File: config.mk
export PLATFORM = sky130hd
export DESIGN_NAME = semo_isqrt
export DESIGN_NICKNAME = d
export VERILOG_FILES = /design/src/sv/assert_macros.svh /design/src/sv/semo_pkg.sv /design/src/sv/semo_isqrt.sv
export SDC_FILE = /design/constraint.sdc
export NUM_CORES = 1
export LEC_CHECK = 0
export ABC_AREA = 0
export BUFFER_PORTS_ARGS = -buffer_cell sky130_fd_sc_hd__clkbuf_2
export CAP_MARGIN = 20
export CORE_MARGIN = 10
export CORE_UTILIZATION = 53
export CTS_CLUSTER_SIZE = 8
export DETAILED_ROUTE_END_ITERATION = 8
export PLACE_DENSITY = 0.78
export RECOVER_POWER = 50
export SYNTH_ARGS = -nofsm -noshare
export SYNTH_HDL_FRONTEND = slang
export SYNTH_SLANG_ARGS = --single-unit
File: constraint.sdc
create_clock -name clock -period 3.5 [get_ports clock]
set_input_delay 0.35 -clock clock [delete_from_list [all_inputs] [get_ports clock]]
set_output_delay 0.35 -clock clock [all_outputs]
set_load 0.02 [all_outputs]
File: src/sv/assert_macros.svh
// assertion macros shared by the rtl
`ifndef ASSERT_MACROS_SVH
`define ASSERT_MACROS_SVH

`ifndef NO_ASSERTIONS

// property checked at every rising edge of clock outside reset
`define SEMO_ASSERT(lbl, prop, msg) \
   lbl: assert property (@(posedge clock) disable iff (reset) (prop)) else $error(msg);

// condition that must never be seen
`define SEMO_ASSERT_NEVER(lbl, expr, msg) \
   `SEMO_ASSERT(lbl, !(expr), msg)

`else

`define SEMO_ASSERT(lbl, prop, msg)
`define SEMO_ASSERT_NEVER(lbl, expr, msg)

`endif

`endif

File: src/sv/semo_pkg.sv
package semo_pkg;

   localparam int unsigned DEF_MAX_WIDTH = 2048;
   localparam int unsigned MAX_HEIGHT    = 4096;
   localparam int unsigned MIN_DIM       = 3;

   localparam int unsigned PIXEL_W   = 8;
   localparam int unsigned OUT_COL_W = 11;
   localparam int unsigned ROW_W     = 12;
   localparam int unsigned IW_W      = 12;
   localparam int unsigned IH_W      = 13;
   localparam int unsigned THR_W     = 9;
   localparam int unsigned COLOR_W   = 8;
   localparam int unsigned MAG_W     = 8;

   localparam int unsigned SUM_W     = PIXEL_W + 2;
   localparam int unsigned GRAD_W    = SUM_W + 1;
   localparam int unsigned SQ_W      = 2 * SUM_W;
   localparam int unsigned MAG_SHIFT = 4;
   localparam int unsigned RAD_W     = SQ_W + 1 - MAG_SHIFT;

   localparam int unsigned SQRT_STEPS_PER_STAGE = 2;
   localparam int unsigned SQRT_STAGES          = MAG_W / SQRT_STEPS_PER_STAGE;

   localparam logic [MAG_W-1:0] MAG_SAT = {MAG_W{1'b1}};

   localparam int unsigned CSR_IDX_W  = 3;
   localparam int unsigned CSR_DATA_W = IH_W;

   localparam logic [IW_W-1:0]    RST_IMAGE_WIDTH    = IW_W'(640);
   localparam logic [IH_W-1:0]    RST_IMAGE_HEIGHT   = IH_W'(480);
   localparam logic [THR_W-1:0]   RST_EDGE_THRESHOLD = THR_W'(64);
   localparam logic [COLOR_W-1:0] RST_EDGE_RED       = COLOR_W'(255);
   localparam logic [COLOR_W-1:0] RST_EDGE_GREEN     = COLOR_W'(0);
   localparam logic [COLOR_W-1:0] RST_EDGE_BLUE      = COLOR_W'(0);

   typedef enum logic [CSR_IDX_W-1:0] {
      CSR_IMAGE_WIDTH    = 3'd0,
      CSR_IMAGE_HEIGHT   = 3'd1,
      CSR_EDGE_THRESHOLD = 3'd2,
      CSR_EDGE_RED       = 3'd3,
      CSR_EDGE_GREEN     = 3'd4,
      CSR_EDGE_BLUE      = 3'd5
   } semo_csr_type;

   typedef struct packed {
      logic [PIXEL_W-1:0] pixel;
      logic               frame_start;
   } semo_req_type;

   typedef struct packed {
      logic [OUT_COL_W-1:0] out_col;
      logic [ROW_W-1:0]     out_row;
      logic [MAG_W-1:0]     magnitude;
      logic                 is_edge;
      logic [COLOR_W-1:0]   ovl_red;
      logic [COLOR_W-1:0]   ovl_green;
      logic [COLOR_W-1:0]   ovl_blue;
      logic [MAG_W-1:0]     ovl_alpha;
      logic                 frame_end;
   } semo_rsp_type;

   typedef struct packed {
      logic [OUT_COL_W-1:0] out_col;
      logic [ROW_W-1:0]     out_row;
      logic                 frame_end;
   } semo_side_type;

endpackage

File: src/sv/semo_isqrt.sv
module semo_isqrt import semo_pkg::*; (
   input  logic               clock,
   input  logic               reset,
   input  logic               en,
   input  logic               in_valid,
   input  logic [RAD_W-1:0]   in_radicand,
   input  semo_side_type      in_side,
   output logic               out_valid,
   output logic [MAG_W-1:0]   out_mag,
   output semo_side_type      out_side
);

   typedef struct packed {
      logic [2*MAG_W-1:0] bits;
      logic [MAG_W-1:0]   root;
      logic [MAG_W:0]     rem;
      logic               sat;
   } sqrt_work_type;

   // restoring square root, one result bit per step
   function automatic sqrt_work_type sqrt_steps(sqrt_work_type cur);
      sqrt_work_type  nxt;
      logic [MAG_W+2:0] acc;
      logic [MAG_W+2:0] trial;
      nxt = cur;
      for (int i = 0; i < SQRT_STEPS_PER_STAGE; i++) begin
         acc      = {nxt.rem, nxt.bits[2*MAG_W-1 -: 2]};
         trial    = {1'b0, nxt.root, 2'b01};
         nxt.bits = nxt.bits << 2;
         if (acc >= trial) begin
            nxt.rem  = (MAG_W+1)'(acc - trial);
            nxt.root = {nxt.root[MAG_W-2:0], 1'b1};
         end else begin
            nxt.rem  = acc[MAG_W:0];
            nxt.root = {nxt.root[MAG_W-2:0], 1'b0};
         end
      end
      return nxt;
   endfunction

   sqrt_work_type st_ff   [SQRT_STAGES];
   sqrt_work_type st_in   [SQRT_STAGES];
   logic          vld_ff  [SQRT_STAGES];
   semo_side_type side_ff [SQRT_STAGES];

   for (genvar s = 0; s < SQRT_STAGES; s++) begin : g_stage
      sqrt_work_type src;
      logic          src_vld;
      semo_side_type src_side;

      if (s == 0) begin : g_first
         always_comb begin
            src.bits = in_radicand[2*MAG_W-1:0];
            src.root = '0;
            src.rem  = '0;
            src.sat  = in_radicand[RAD_W-1];
         end
         assign src_vld  = in_valid;
         assign src_side = in_side;
      end else begin : g_next
         assign src      = st_ff[s-1];
         assign src_vld  = vld_ff[s-1];
         assign src_side = side_ff[s-1];
      end

      assign st_in[s] = sqrt_steps(src);

      always_ff @(posedge clock) begin
         if (reset) begin
            vld_ff[s] <= 1'b0;
         end else if (en) begin
            vld_ff[s] <= src_vld;
         end
      end

      always_ff @(posedge clock) begin
         if (en && src_vld) begin
            st_ff[s]   <= st_in[s];
            side_ff[s] <= src_side;
         end
      end
   end

   assign out_valid = vld_ff[SQRT_STAGES-1];
   assign out_mag   = st_ff[SQRT_STAGES-1].sat ? MAG_SAT : st_ff[SQRT_STAGES-1].root;
   assign out_side  = side_ff[SQRT_STAGES-1];

endmodule

==> flow_metrics.env, run 1 <==
export IMPL_htree_levels=4
export IMPL_worstMarginPinSlew_ns=1.71
export IMPL_route_met2_wl_mm=8.30
export IMPL_fp_row_count=43
export IMPL_critPathKind="reg -> reg"
export IMPL_overflow=0
export IMPL_clock_sinks=173
export IMPL_vias=4636
export IMPL_synth_nets=606
export IMPL_slowest_delay_ns=0.53
export IMPL_leakagePower_uw=0.00346
export IMPL_min_period_ns=3.39
export IMPL_dr_pass1_iters=6
export IMPL_required_ns=3.68
export IMPL_relSlewSlack=-0.138
export IMPL_grt_use_total=0.151
export IMPL_power_density_mw_per_mm2=508
export IMPL_layout_common_cells="edfxtp_1 (173), clkbuf_2 (70), inv_1 (34)"
export IMPL_mostFrequentLayoutCell="edfxtp_1"
export IMPL_peakVddDrop_v=0.000418
export IMPL_ys_types=60
export IMPL_clkLatencyLatePin_ns=0.43
export IMPL_synth_area_top_cells="edfxtp_1 (68%), ha_1 (6.3%), xnor2_1 (2.0%)"
export IMPL_fin_crit_sh=0.968
export IMPL_antenna_left=0
export IMPL_violations="max-capacitance violations, max-slew violations"
export IMPL_core_area_mm2=0.0139
export IMPL_fillerInstances=963
export IMPL_ys_seq_elements=173
export IMPL_cts_made_buffers=17
export IMPL_syn_area_per_cell_um2=14.5
export IMPL_yosys_warnings=0
export IMPL_grt_pass1_wl_mm=23.8
export IMPL_die_x_um=140
export IMPL_crit_buf_inv=0
export IMPL_numPortBuffers=77
export IMPL_synthXorXnorAreaFrac=0.0277
export IMPL_ys_seq_area_frac=0.684
export IMPL_die_area_mm2=0.0195
export IMPL_initial_utilization=0.545
export IMPL_die_height_um=140
export IMPL_synth_area_leader_cell="edfxtp_1"
export IMPL_antennaDiodeCount=0
export IMPL_synth_simple_area_share=0.111
export IMPL_synth_cells=523
export IMPL_grt_pass1_vias=4906
export IMPL_vias_per_cell=5.57
export IMPL_fin_nets=723
export IMPL_hold_violations=0
export IMPL_drt_iter0_drc=274
export IMPL_synth_compound_area_share=0.0748
export IMPL_finClkSkew_ns=0.00949
export IMPL_netlist_area_mm2=0.00760
export IMPL_clockBufferDepth=2
export IMPL_gp_congestion=0.927
export IMPL_path_clk_slew_ns=0.07
export IMPL_p_total_uw=4630
export IMPL_dr_wl_met3_um=735
export IMPL_max_freq_ghz=0.295
export IMPL_fin_ws_ns=0.113
export IMPL_synth_adder_area_share=0.0626
export IMPL_path_cells="ha_1, or4_4, a21o_4, a21oi_2, ha_4, a21o_1, a311oi_4, o211ai_1, or2_2, and3_1"
export IMPL_status="finished, violations left"
export IMPL_setup_viol=0
export IMPL_routed_wl_mm=15.1
export IMPL_synth_main_ff_cell="edfxtp_1"
export IMPL_critPathTopFamily="compound AO/OA/AOI/OAI gates"
export IMPL_areaGrowthSynthToFinish_pct=19.8
export IMPL_hold_ws_ns=0.0913
export IMPL_drc=0
export IMPL_synth_top_cell_area_share=0.684
export IMPL_grt_start_max_net_pins=48
export IMPL_utilization=0.653
export IMPL_drt_met1_wl_mm=5.78
export IMPL_final_max_slew_viol_count=33
export IMPL_synth_mux_area_frac=0.0184
export IMPL_timing_max_cap_violations=1
export IMPL_slowest_stage="or4_4"
export IMPL_crit_path_max_fanout=7
export IMPL_routed_top_layer="met4"
export IMPL_critPathLaunchType="flop"
export IMPL_top_level_ports=78
export IMPL_synth_top_family_by_area="simple AND/OR/NAND/NOR gates"
export IMPL_hold_class="in -> reg"
export IMPL_hpwl_mm=10.6
export IMPL_cp_arrival_ns=3.57
export IMPL_cts_tree="yes"
export IMPL_post_place_ws_ns=-0.0871
export IMPL_drive_above_1_share=0.262
export IMPL_wire_per_inst_um=18.2
export IMPL_critPathCaptureType="flop"
export IMPL_fin_setup_tns_ns=0
export IMPL_synth_edff_count=173
export IMPL_async_flop_share=0
export IMPL_antenna_found_initial=0
export IMPL_cts_root_buf="clkbuf_16"
synth_stat cells (4+ instances only):
cell type,count
edfxtp_1,173
nand4_1,6
xnor2_1,17
nor2_1,30
clkbuf_1,4
o211ai_1,5
nor2b_1,11
or2_2,14
nand2_1,22
a21o_1,7
and3_1,4
a31oi_1,4
o22ai_1,4
o21ai_0,17
a21oi_1,17
mux2_4,4
nor4_1,4
nor3_1,11
xor2_1,7
nand3_1,12
mux2i_1,8
nand4b_1,4
nor4b_1,4
and2_1,7
nand2b_1,7
or3_1,5
ha_1,38
inv_1,34
final timing paths:
kind                            slack (ns)          start             end  cells after the start
worst max-delay path                  0.11    st_ff[1][1]     st_ff[2][9]                     10
worst min-delay path                  0.09    in_side[23]  side_ff[0][23]                      1
worst max register to register        0.11    st_ff[1][1]     st_ff[2][9]                     10
worst min register to register        0.42  side_ff[1][0]   side_ff[2][0]                      0
cell families after synthesis:
group / after synthesis
buf+inv: 42
simple gates: 152
xor+xnor: 24
flops: 173
compound gates: 82
fa+ha+maj: 38
mux: 12
layer usage:
layer,vias to the layer above,global-route usage
li1,2224,-
met1,2265,0.158
met2,115,0.270
met3,32,0.0582
met4,0,0.0560
met5,-,0
what timing repair did:
item | 4_1_cts | 5_1_grt
pin swaps | 2 | 5
resized for setup | 4 | 10
setup endpoints to repair | 6 | 19
gates cloned | 0 | 1
hold buffers | 0 | 0
setup buffers | 4 | 2
hold endpoints to repair | 0 | 0
cell type report:
| class | count | area [um^2] | share of cell area |
|---|---|---|---|
| multi-input combinational | 309 | 2340 | 0.257 |
| inverter | 35 | 134 | 0.0147 |
| sequential | 173 | 5190 | 0.571 |
| clock inverter | 14 | 176 | 0.0194 |
| timing repair buffer | 104 | 601 | 0.0660 |
| tap | 180 | 225 | 0.0247 |
| clock buffer | 18 | 429 | 0.0471 |
through the flow:
stage | std cells | cell area, um^2
after floorplan | 523 | 7640
after global placement | 791 | 8350
after detailed placement | 791 | 8350
after CTS | 827 | 8990
after global routing | 833 | 9100
final | 833 | 9100
power by group:
| group | internal, uW | switching (uW) |
|---|---|---|
| sequential | 2350 | 24.8 |
| clock | 1080 | 813 |
| combinational | 154 | 198 |
| total | 3590 | 1040 |
registers in the layout, summed over array words and instances, names as in the netlist:
name,flops
side_ff,96
st_ff,73
vld_ff,4
Note: power is estimated with default switching activity, not from simulation.
==> run 2, diff against run 1 <==
Settings changed: CELL_PAD_IN_SITES_DETAIL_PLACEMENT from default to 1, CELL_PAD_IN_SITES_GLOBAL_PLACEMENT from default to 1, CORE_UTILIZATION 53 to 44, PLACE_DENSITY 0.78 to 0.77, SETUP_SLACK_MARGIN from default to 0.1.
==> flow_metrics.env, run 2 (synthesis gave the netlist of run 1 again) <==
export IMPL_die_height_um=151
export IMPL_cts_root_buf="clkbuf_16"
export IMPL_drive_above_1_share=0.327
export IMPL_antenna_left=0
export IMPL_utilization=0.573
export IMPL_reg2reg_to="st_ff[2][4]"
export IMPL_hp_start="in_radicand[5]"
export IMPL_wire_per_inst_um=23.3
export IMPL_fin_nets=745
export IMPL_grt_use_total=0.174
export IMPL_setup_viol=4
export IMPL_path_clk_slew_ns=0.08
export IMPL_critPathLaunchType="flop"
export IMPL_fillerInstances=1658
export IMPL_hold_end="st_ff[0][23]"
export IMPL_postPlaceCellArea_mm2=0.00841
export IMPL_top_level_ports=78
export IMPL_hold_class="in -> reg"
export IMPL_critPathCaptureType="flop"
export IMPL_clock_sinks=173
export IMPL_ff2ff_path_depth=13
export IMPL_routed_wl_mm=20.9
export IMPL_die_x_um=151
export IMPL_largest_register_ffs=96
export IMPL_holdPathStages=1
export IMPL_htree_levels=4
export IMPL_vias=4997
export IMPL_layout_common_cells="edfxtp_1 (173), clkbuf_2 (68), buf_4 (42)"
export IMPL_antennaDiodeCount=0
export IMPL_worstReg2RegStart="st_ff[1][28]"
export IMPL_peakVddDrop_v=0.000356
export IMPL_die_area_mm2=0.0229
export IMPL_min_period_ns=3.55
export IMPL_grt_pass1_wl_mm=29.7
export IMPL_fin_crit_sh=1.02
export IMPL_grt_start_max_net_pins=48
export IMPL_fin_ws_ns=-0.0541
export IMPL_hold_violations=0
export IMPL_cp_arrival_ns=3.73
export IMPL_dr_pass1_iters=5
export IMPL_worstMarginPinSlew_ns=2.18
export IMPL_drt_iter0_drc=361
export IMPL_initial_utilization=0.453
export IMPL_vias_per_cell=5.58
export IMPL_gp_congestion=0.895
export IMPL_power_density_mw_per_mm2=497
export IMPL_regMostFlops="side_ff"
export IMPL_stdcell_area_mm2=0.00960
export IMPL_hold_buffers=0
export IMPL_rsz0062_at_grt="yes"
export IMPL_timing_max_cap_violations=1
export IMPL_overflow=0
export IMPL_reg2reg_slack_ns=-0.05
export IMPL_grt_pass1_vias=5385
export IMPL_areaGrowthSynthToFinish_pct=26.3
export IMPL_crit_path_max_fanout=6
export IMPL_hpwl_mm=13.2
export IMPL_reg_top3="side_ff: 96 flops, st_ff: 73 flops, vld_ff: 4 flops"
export IMPL_violations="max-capacitance violations, max-slew violations, negative setup slack"
export IMPL_final_max_slew_viol_count=37
export IMPL_finClkSkew_ns=0.0109
export IMPL_cts_made_buffers=17
export IMPL_antenna_found_initial=0
export IMPL_core_area_mm2=0.0168
export IMPL_max_freq_ghz=0.281
export IMPL_drc=0
export IMPL_required_ns=3.68
export IMPL_clkLatencyLatePin_ns=0.43
export IMPL_fp_row_count=47
export IMPL_relSlewSlack=-0.453
export IMPL_leakagePower_uw=0.00359
export IMPL_status="finished, violations left"
export IMPL_mostFrequentLayoutCell="edfxtp_1"
export IMPL_cts_tree="yes"
export IMPL_clockBufferDepth=2
export IMPL_numPortBuffers=77
export IMPL_critPathKind="reg -> reg"
-- run 2: repair_timing --
| item | 4_1_cts | 5_1_grt |
|---|---|---|
| setup endpoints to repair | 20 | 21 |
| resized for setup | 27 | 33 |
| gates cloned | 1 | 1 |
| buffers inserted | 11 | 17 |
| pin swaps | 10 | 17 |
-- run 2: how the worst max path moves through the flow --
stage | start | end | slack (ns) | depth (start not counted)
final | st_ff[1][28] | st_ff[2][4] | -0.05 | 13
after CTS | st_ff[1][28] | st_ff[2][4] | 0.02 | 11
after global placement | st_ff[0][11] | st_ff[1][9] | 0.06 | 13
after global routing | st_ff[1][3] | st_ff[2][4] | -0.12 | 13
after floorplan | st_ff[1][28] | st_ff[2][4] | 0.02 | 14
after detailed placement | st_ff[2][10] | st_ff[3][10] | -0.19 | 13
-- run 2: area by class of cell --
cell class / instances / area [um^2] / share of cell area
Sequential cell: 173 / 5190 / 0.541
Multi-Input combinational cell: 310 / 2610 / 0.272
Timing Repair Buffer: 125 / 759 / 0.0791
Clock buffer: 17 / 425 / 0.0443
Tap cell: 220 / 275 / 0.0287
Clock inverter: 15 / 194 / 0.0202
Inverter: 35 / 136 / 0.0142
-- run 2: through the flow --
step	hold WS [ns]	power, uW	TNS (ns)	setup WS, ns	instances
after detailed placement	0.405	2780	-1.19	-0.186	830
final	0.0864	4770	-0.132	-0.0541	895
after CTS	0.0766	4720	0	0.0187	874
after global routing	0.0622	4920	-0.574	-0.119	895
after global placement	0.400	2750	0	0.0562	830
after floorplan	0.400	2650	0	0.0225	523
-- run 2: power breakdown --
| part | internal [uW] | total, uW | switching [uW] |
|---|---|---|---|
| combinational | 181 | 420 | 238 |
| sequential | 2350 | 2380 | 32.1 |
| clock | 1030 | 1970 | 935 |
| total | 3570 | 4770 | 1210 |
-- run 2: per-layer routing --
metal	vias to the layer above	GRT usage	share of wire
li1	2269	-	-
met1	2517	0.173	0.36
met2	157	0.328	0.56
met3	54	0.0331	0.035
met4	0	0.0987	0.040
met5	-	0	0
-- run 2: worst max-delay path, cell delays in order (launching register included) --
cell	delay [ns]
edfxtp_1	0.43
ha_2	0.23
nor2b_4	0.13
or4_4	0.47
a21o_4	0.29
buf_4	0.18
nor2_1	0.16
nor2_2	0.10
ha_4	0.29
nor3_1	0.28
nor2_2	0.10
o41ai_4	0.08
nand3_4	0.20
mux2_4	0.36
==> run 3, diff against run 2 <==
Settings changed: CORE_UTILIZATION 44 to 46, CTS_BUF_LIST from default to sky130_fd_sc_hd__clkbuf_4 sky130_fd_sc_hd__clkbuf_8, PLACE_DENSITY 0.77 to 0.8.
==> flow_metrics.env, run 3 (synthesis gave the netlist of run 1 again) <==
export IMPL_routed_wl_mm=19.8
export IMPL_vias_per_cell=5.52
export IMPL_hold_class="in -> reg"
export IMPL_cts_tree="yes"
export IMPL_postPlaceCellArea_mm2=0.00840
export IMPL_die_area_mm2=0.0221
export IMPL_clkLatencyLatePin_ns=0.47
export IMPL_mostFrequentLayoutCell="edfxtp_1"
export IMPL_antennaDiodeCount=0
export IMPL_critPathCaptureType="flop"
export IMPL_hold_ws_ns=0.0518
export IMPL_p_sw_frac=0.262
export IMPL_gp_congestion=0.895
export IMPL_required_ns=3.72
export IMPL_core_area_mm2=0.0161
export IMPL_grt_pass1_wl_mm=28.9
export IMPL_dr_pass1_iters=4
export IMPL_die_x_um=149
export IMPL_relSlewSlack=-0.144
export IMPL_cts_root_buf="clkbuf_8"
export IMPL_ff2ff_path_depth=12
export IMPL_worstMarginPinSlew_ns=1.71
export IMPL_combPwrFrac=0.100
export IMPL_regMostFlops="side_ff"
export IMPL_drc=0
export IMPL_drive_above_1_share=0.327
export IMPL_initial_utilization=0.473
export IMPL_grt_use_total=0.170
export IMPL_critPathKind="reg -> reg"
export IMPL_htree_levels=4
export IMPL_power_density_mw_per_mm2=445
export IMPL_hold_violations=0
export IMPL_areaGrowthSynthToFinish_pct=23.6
export IMPL_clockBufferDepth=2
export IMPL_top_level_ports=78
export IMPL_finClkSkew_ns=0.0123
export IMPL_overflow=0
export IMPL_hpwl_mm=13.4
export IMPL_grt_pass1_vias=5345
export IMPL_numPortBuffers=77
export IMPL_drt_iter0_drc=297
export IMPL_rsz0062_at_grt="yes"
export IMPL_setup_viol=0
export IMPL_fin_ws_ns=0.0521
export IMPL_final_max_slew_viol_count=26
export IMPL_min_period_ns=3.45
export IMPL_violations="max-capacitance violations, max-slew violations"
export IMPL_timing_max_cap_violations=1
export IMPL_max_freq_ghz=0.290
export IMPL_leakagePower_uw=0.00351
export IMPL_seq_power_share=0.570
export IMPL_reg2reg_slack_ns=0.05
export IMPL_fp_row_count=46
export IMPL_antenna_left=0
export IMPL_holdPathStages=1
export IMPL_vias=4936
export IMPL_hold_buffers=0
export IMPL_path_clk_slew_ns=0.10
export IMPL_clkPwrFrac=0.330
export IMPL_fin_crit_sh=0.985
export IMPL_stdcell_area_mm2=0.00939
export IMPL_antenna_found_initial=0
export IMPL_power_internal_uw=3090
export IMPL_cts_made_buffers=17
export IMPL_largest_register_ffs=96
export IMPL_crit_path_max_fanout=8
export IMPL_clock_sinks=173
export IMPL_critPathLaunchType="flop"
export IMPL_switchingPower_uw=1090
export IMPL_grt_start_max_net_pins=48
export IMPL_layout_common_cells="edfxtp_1 (173), clkbuf_2 (69), buf_4 (43)"
export IMPL_peakVddDrop_v=0.000284
export IMPL_cp_arrival_ns=3.67
export IMPL_fin_nets=748
export IMPL_status="finished, violations left"
export IMPL_reg_top3="side_ff: 96 flops, st_ff: 73 flops, vld_ff: 4 flops"
export IMPL_die_height_um=149
export IMPL_post_place_ws_ns=-0.193
export IMPL_wire_per_inst_um=22.2
## run 3: cell count changes in the layout (fill, tap and decap cells not counted), moves of 2 or more
cell	previous run	this run
clkbuf_16	17	0
nand3_2	3	1
nor3_2	1	3
nor3_1	11	9
inv_8	2	5
clkbuf_8	0	17
nand3_1	9	11
buf_6	1	4
## run 3: layout make-up
cell class | instances | area, um^2
clock buffer | 18 | 241
clock inverter | 14 | 164
fill | 1558 | 6670
inverter | 35 | 136
multi-input combinational | 308 | 2560
sequential | 173 | 5190
tap | 216 | 270
timing repair buffer | 130 | 826
## run 3: final timing paths
path,start,endpoint
min,in_side[14],side_ff[0][14]
min reg2reg,side_ff[2][9],side_ff[3][9]
max,st_ff[1][29],st_ff[2][5]
max reg2reg,st_ff[1][29],st_ff[2][5]
## run 3: power by group through the flow
stage                     logic, uW  clock network, uW  registers (uW)
after floorplan                 231                  0            2420
after global placement          330                  0            2420
after detailed placement        352                  0            2430
after CTS                       372               1410            2380
after global routing            455               1500            2390
final                           419               1380            2380
## run 3: metrics by stage
step / utilization / power, uW / std cells / TNS (ns)
2_1_floorplan: - / 2650 / 523 / 0
3_3_place_gp: 0.523 / 2750 / 825 / 0
3_5_place_dp: 0.523 / 2780 / 825 / -1.20
4_1_cts: 0.564 / 4160 / 871 / 0
5_1_grt: 0.585 / 4350 / 894 / -0.0481
6_report: 0.585 / 4180 / 894 / 0
## run 3: metal layers
metal | vias up | global-route usage | share of wire
met5 | - | 0 | 0
met4 | 0 | 0.0887 | 0.050
met3 | 67 | 0.0382 | 0.038
met2 | 137 | 0.324 | 0.55
met1 | 2460 | 0.166 | 0.36
li1 | 2272 | - | -
## run 3: worst max-delay path: stages, from the launching register on
cell,delay (ns)
edfxtp_1,0.37
inv_1,0.07
ha_2,0.18
nor2b_4,0.12
or4_4,0.42
a21o_4,0.29
buf_6,0.15
inv_6,0.08
ha_4,0.23
or3_1,0.40
a211o_1,0.38
nand3_4,0.18
mux2_4,0.31
## run 3: what timing repair did
| action | 4_1_cts | 5_1_grt |
|---|---|---|
| setup buffers | 14 | 20 |
| cloned | 0 | 0 |
| resized for setup | 27 | 31 |
| setup endpoints to repair | 11 | 21 |
| pin swaps | 9 | 17 |
